`src/rtl/smt_pkg.sv`:
```
// ----------------------------------------------------------------------------
// smt_pkg: shared types and codes for the sorted multiset table
// Request and response item layouts, action and status codes.
// ----------------------------------------------------------------------------
package smt_pkg;

  localparam int ACTION_W = 2;
  localparam int FIELD_W  = 32;
  localparam int COUNT_W  = 7;
  localparam int STATUS_W = 2;

  localparam logic [ACTION_W-1:0] ACT_INSERT = 2'd0;
  localparam logic [ACTION_W-1:0] ACT_FIND   = 2'd1;
  localparam logic [ACTION_W-1:0] ACT_REMOVE = 2'd2;

  localparam logic [STATUS_W-1:0] ST_DONE = 2'd0;
  localparam logic [STATUS_W-1:0] ST_FULL = 2'd1;
  localparam logic [STATUS_W-1:0] ST_MISS = 2'd2;

  typedef struct packed {
    logic [ACTION_W-1:0]       action;
    logic signed [FIELD_W-1:0] value;
  } req_t;

  typedef struct packed {
    logic                found;
    logic [COUNT_W-1:0]  count;
    logic [STATUS_W-1:0] status;
  } rsp_t;

  // per-cycle command broadcast to every cell
  typedef struct packed {
    logic ins_go;
    logic rem_go;
  } cell_ctrl_t;

endpackage

```
`src/rtl/smt_cell.sv`:
```
// ----------------------------------------------------------------------------
// smt_cell: one slot of the sorted table
// Holds one entry, compares it with the broadcast key and shifts toward the
// right neighbor on insert or takes the right neighbor's entry on remove.
// ----------------------------------------------------------------------------
module smt_cell #(
  parameter int VALUE_WIDTH = 32
) (
  input  logic                          clk,
  input  smt_pkg::cell_ctrl_t           ctrl,
  input  logic                          occupied,
  input  logic signed [VALUE_WIDTH-1:0] key,
  input  logic                          left_le,
  input  logic signed [VALUE_WIDTH-1:0] left_entry,
  input  logic signed [VALUE_WIDTH-1:0] right_entry,
  output logic signed [VALUE_WIDTH-1:0] entry,
  output logic                          le,
  output logic                          eq
);
  import smt_pkg::*;

  logic lt;

  assign le = occupied && (entry <= key);
  assign eq = occupied && (entry == key);
  assign lt = le && !eq;

  always_ff @(posedge clk) begin
    if (ctrl.ins_go && !le) begin
      // first cell past the insert point takes the key, the rest shift right
      entry <= left_le ? key : left_entry;
    end else if (ctrl.rem_go && !lt) begin
      entry <= right_entry;
    end
  end

endmodule

```
`config.mk`:
```
export PLATFORM = sky130hd
export DESIGN_NAME = smt_cell
export DESIGN_NICKNAME = d
export VERILOG_FILES = /design/src/rtl/smt_pkg.sv /design/src/rtl/smt_cell.sv
export SDC_FILE = /design/constraint.sdc
export NUM_CORES = 1
export LEC_CHECK = 0
export BUFFER_PORTS_ARGS = -buffer_cell sky130_fd_sc_hd__buf_2
export CAP_MARGIN = 20
export CORE_MARGIN = 5
export CORE_UTILIZATION = 25
export CTS_CLUSTER_DIAMETER = 150
export CTS_CLUSTER_SIZE = 12
export DETAILED_ROUTE_END_ITERATION = 16
export GPL_TIMING_DRIVEN = 1
export PLACE_DENSITY_LB_ADDON = 0.1
export SLEW_MARGIN = 0
export SYNTH_ARGS = -nofsm -noshare
export SYNTH_HDL_FRONTEND = slang
export SYNTH_SLANG_ARGS = --single-unit
```
`constraint.sdc`:
```
create_clock -name clk -period 4 [get_ports clk]
set_input_delay 0.8 -clock clk [delete_from_list [all_inputs] [get_ports clk]]
set_output_delay 0.8 -clock clk [all_outputs]
set_load 0.01 [all_outputs]
```
Word level (Yosys, flattened, before mapping)
Cells that the tools add are included.
{ "op_classes": {"magnitude_cmp": 1, "n_eq_ne": 1, "mux": 3, "reduce_logical": 9} }
{ "op_table": {"columns": ["cell", "n"], "rows": [
  ["$mux W32", 3],
  ["$eq A32 B32 Y1", 1],
  ["$le A32 B32 Y1", 1],
  ["$logic_and A1 B1 Y1", 5],
  ["$logic_not A1 Y1", 3],
  ["$reduce_bool A2 Y1", 1]
]} }
{ "word_totals": {"register_bits": 32, "input_bits": 101, "out_inout_bits": 34, "word_cells": 15} }

Logic depth before layout (Yosys ltp)
{ "logic_depth": {"word_depth": 8, "mapped_depth": 10, "mapped_depth_nobuf": 9} }

Least setup slack after synthesis
Ideal clock, no wire load.
{ "synth_timing": {"path_kind": "input to register", "from": "input key[14]", "to": "register entry[0], enable pin", "t_arrival_ns": 3.178, "t_required_ns": 3.606, "setup_slack_ns": 0.428, "path_stages": 9, "path_buffers": 0, "path_cell_list": "inv_1 -> ha_1 -> nand4_2 -> nor3_1 -> a21boi_1 -> or4b_4 -> a21oi_1 -> xnor2_1 -> o31a_1"} }
{ "synth_between": {"elab_chain_cells": 7} }
{ "synth_rtl": {"columns": ["element", "line", "source"], "rows": [
  ["start, declared", "smt_cell.sv:12", "input logic signed [VALUE_WIDTH-1:0] key,"],
  ["branches (longest 6 deep; another with $le A32 B32 Y1)", null, null],
  ["$reduce_bool A2 Y1 (no source line) *", null, null],
  ["end signal, assigned", "smt_cell.sv:31", "entry <= left_le ? key : left_entry;"],
  ["end signal, assigned", "smt_cell.sv:33", "entry <= right_entry;"],
  ["end, declared", "smt_cell.sv:16", "output logic signed [VALUE_WIDTH-1:0] entry,"]
]} }
Mark *: on every way between the ends.
A chain may end at the register's enable or synchronous reset.

Final worst setup path
{ "layout_timing": {"from": "input key[14]", "to": "output le"} }
{ "layout_between": {"elab_chain_cells": 2} }
{ "layout_rtl": {"columns": ["element", "line", "source"], "rows": [
  ["$le A32 B32 Y1", "smt_cell.sv:24", "assign le = occupied && (entry <= key);"],
  ["$logic_and A1 B1 Y1", "smt_cell.sv:24", null],
  ["end, declared", "smt_cell.sv:17", "output logic le,"]
]} }
No other way between the ends.

==> key figures <==
Status
  • Status: complete, no violations

Pwr
  • Clk network pwr share: 0.167
  • Power Density: 378.6 nW/µm²
  • Comb pwr share: 0.453
  • Seq pwr share: 0.379
  • Leakage: 1.832 nW
  • Worst vdd ir: 116.9 µV
  • P_int: 0.9100 mW
  • Sw frac: 0.3444
  • Sw power: 0.4781 mW

Synthesis
  • Syn Inst Count: 228
  • Ys Warns: 0
  • Yosys cell types: 28
  • Adder-Cell Fraction of Synth Area: 0.1458
  • Sequential fraction of the synthesis area: 0.3499
  • Mapped Area: 2746 µm²
  • Simple-gate share of the synthesized area: 0.05786
  • Syn_area_per_cell: 12.05 µm²
  • XOR/XNOR Fraction of Synth Area: 0.003189
  • Complex-gate fraction of the synthesized area: 0.07289
  • Synth Net Count: 361
  • Yosys reg bits: 32
  • Mux share of post-synthesis cell area: 0.3034
  • Largest family of logic cells by synthesized area: multiplexers

Floorplan
  • Core ar.: 10,790 µm²
  • Die X: 114.8 µm
  • Ports: 135
  • Rows: 38
  • Starting density of the core: 0.2545
  • Die span in y: 114.8 µm
  • DIE AREA: 13,180 µm²

Finish
  • Register area: 960.9 µm²
  • Top flop regs: entry: 32 flops
  • Area Growth Syn to Fin: 33.49%
  • Max reg flops: 32
  • Multi-input logic area: 1608 µm²
  • FILL cells: 1,141
  • Layout cell share with drive strength beyond 1: 0.5868
  • Antenna fix cells: 0
  • Top reg by flops: entry
  • # nets final: 498

CTS
  • Clock Tree Buf Depth: 2
  • CTS Sinks: 32
  • Clock Root Buffer: clkbuf_8
  • Cells resized by post-CTS repair: 0
  • H-tree Lvls: 2
  • Clk pin slew, worst setup/hold paths: 0.07 ns
  • CTS Hold Bufs: 0
  • Post-CTS Setup Bufs: 0
  • Clock Latency Late Sink: 0.28 ns
  • CTS tree: built
  • Total CTS buffers: 5

Detailed routing
  • DRC Markers: 0
  • DR pass1 iterations: 4
  • Vias/cell: 4.366
  • Post-Route WL: 7.421 mm
  • Final ANT Viol Nets: 0
  • DRT iter0 DRCs: 48
  • Wire length per cell: 14.75 µm
  • Via count: 2,196

STA
  • Max transition margin: 0.4677
  • Clock Skew: 0.008105 ns
  • Final min period: 3.647 ns
  • Measured slew at the worst slew-check pin: 0.7985 ns
  • Setup TNS: 0 ns
  • Hold slack: 0.8148 ns
  • Unrepaired setup endpoints after global routing: false
  • Fin crit share: 0.9117
  • Endpoints failing setup: 0
  • Final Max Tran Viols: 0
  • Final hold vios: 0
  • Highest Clock Rate: 0.2742 GHz

Setup path
  • Startpoint Class: primary input
  • CP cell instances: buf_2 > inv_1 > ha_1 > nand4_2 > nor3_1 > a21boi_1 > or4b_4 > a21oi_1 > xnor2_1 > o21ai_0 > buf_2
  • Worst EP arrival: 2.85 ns
  • WS Path Type: primary input to output pin
  • Crit end category: output pin
  • Worst path required time: 3.20 ns
  • CP max-delay cell: or4b_4
  • Max stage delay on crit path: 0.57 ns
  • Crit Path Max Fanout: 3
  • Cell mode on critical path: buf_2

Flow run
  • Max-cap violations: 0

Global routing
  • Pin count of the biggest net entering global routing: 33
  • First-pass GRT wire length: 11.72 mm
  • Remaining Overflow, GRT: 0
  • Antenna violations before repair: 0
  • Vias in the first global route: 2,445
  • Total GRT Usage: 0.1131

Placed design
  • Routability cong.: 0.7087
  • Dpl hpwl: 6.057 mm
  • Port Buffers: 134

Min path
  • Worst hold path class: primary input to register
==> power by group through the flow <==
stage | logic, mW | registers, mW | clock network, mW
final | 0.629 | 0.526 | 0.232
after global routing | 0.706 | 0.539 | 0.261
after CTS | 0.650 | 0.530 | 0.249
after detailed placement | 0.647 | 0.536 | 0
after global placement | 0.649 | 0.533 | 0
after floorplan | 0.364 | 0.572 | 0
==> synthesized netlist by cell type <==
library cell	n	area [µm²]
inv_1	36	135.1
mux2_2	34	382.9
edfxtp_1	32	960.9
ha_1	32	400.4
mux2_4	30	450.4
a21oi_1	16	80.08
nand4_1	7	43.79
nand2_1	5	18.77
o21ai_0	5	25.02
clkbuf_1	4	15.01
nand3_1	4	20.02
buf_6	3	33.78
a211oi_1	2	15.01
a21o_1	2	15.01
nor3_1	2	10.01
nor4_1	2	12.51
a2111oi_4	1	27.53
a21boi_1	1	7.510
a31o_2	1	8.760
and4_1	1	8.760
nand2b_1	1	6.260
nand4_2	1	12.51
nor2_2	1	6.260
nor2b_1	1	6.260
o211ai_2	1	12.51
o31a_1	1	8.760
or4b_4	1	13.76
xnor2_1	1	8.760
==> critical path, delay by kind of cell <==
kind / cells / cell delay [ns]
compound gates: 3 / 0.52
xor+xnor: 1 / 0.10
fa+ha+maj: 1 / 0.32
buf+inv: 3 / 0.30
simple gates: 3 / 0.81
==> cell families after synthesis <==
kind of cell    after synthesis
fa+ha+maj                    32
compound gates               30
flops                        32
mux                          64
xor+xnor                      1
buf+inv                      43
simple gates                 26
==> worst paths after layout <==
kind	slack, ns	depth (start not counted)	end	from
worst max register to register	1.09	9	entry[24]	entry[14]
worst min register to register	1.36	5	entry[30]	entry[31]
worst max-delay path	0.35	11	le	key[14]
worst min-delay path	0.81	2	entry[12]	right_entry[12]
==> routing by layer <==
metal / routed length (µm) / vias up / share of wire / GRT usage
li1: - / 1106 / - / -
met1: 3088 / 1008 / 0.42 / 0.1342
met2: 3645 / 76 / 0.49 / 0.2022
met3: 597 / 6 / 0.080 / 0.02789
met4: 90 / 0 / 0.012 / 0.03286
met5: 0 / - / 0 / 0
==> stage by stage <==
stage / power [mW] / util / worst slack, ns / std cells / area (µm²)
floorplan: 0.9361 / - / 0.4277 / 228 / 2746
global placement: 1.182 / 0.3333 / 0.3008 / 498 / 3597
detailed placement: 1.183 / 0.3333 / 0.3009 / 498 / 3597
CTS: 1.429 / 0.3397 / 0.3011 / 503 / 3666
global route: 1.505 / 0.3397 / 0.1283 / 503 / 3666
finish: 1.388 / 0.3397 / 0.3530 / 503 / 3666
==> cells in the final DEF, fill, tap and decap left out, types with 2 or more instances in the layout <==
cell type,count
a211oi_1,2
a21o_1,2
a21oi_1,16
buf_12,2
buf_2,134
clkbuf_8,5
edfxtp_1,32
ha_1,32
inv_1,36
mux2_2,34
mux2_4,30
nand2_1,5
nand3_1,4
nand4_1,7
nor3_1,2
nor4_1,2
o21ai_0,5
==> cell type report <==
cell class              instances  share of cell area
well taps                     140             0.04778
repair buffers                137              0.1959
flip-flops and latches         32              0.2621
clock buffers                   5             0.01877
multi-input cells             153              0.4386
inverters                      36             0.03686
Power figures use the tool's default switching activity.
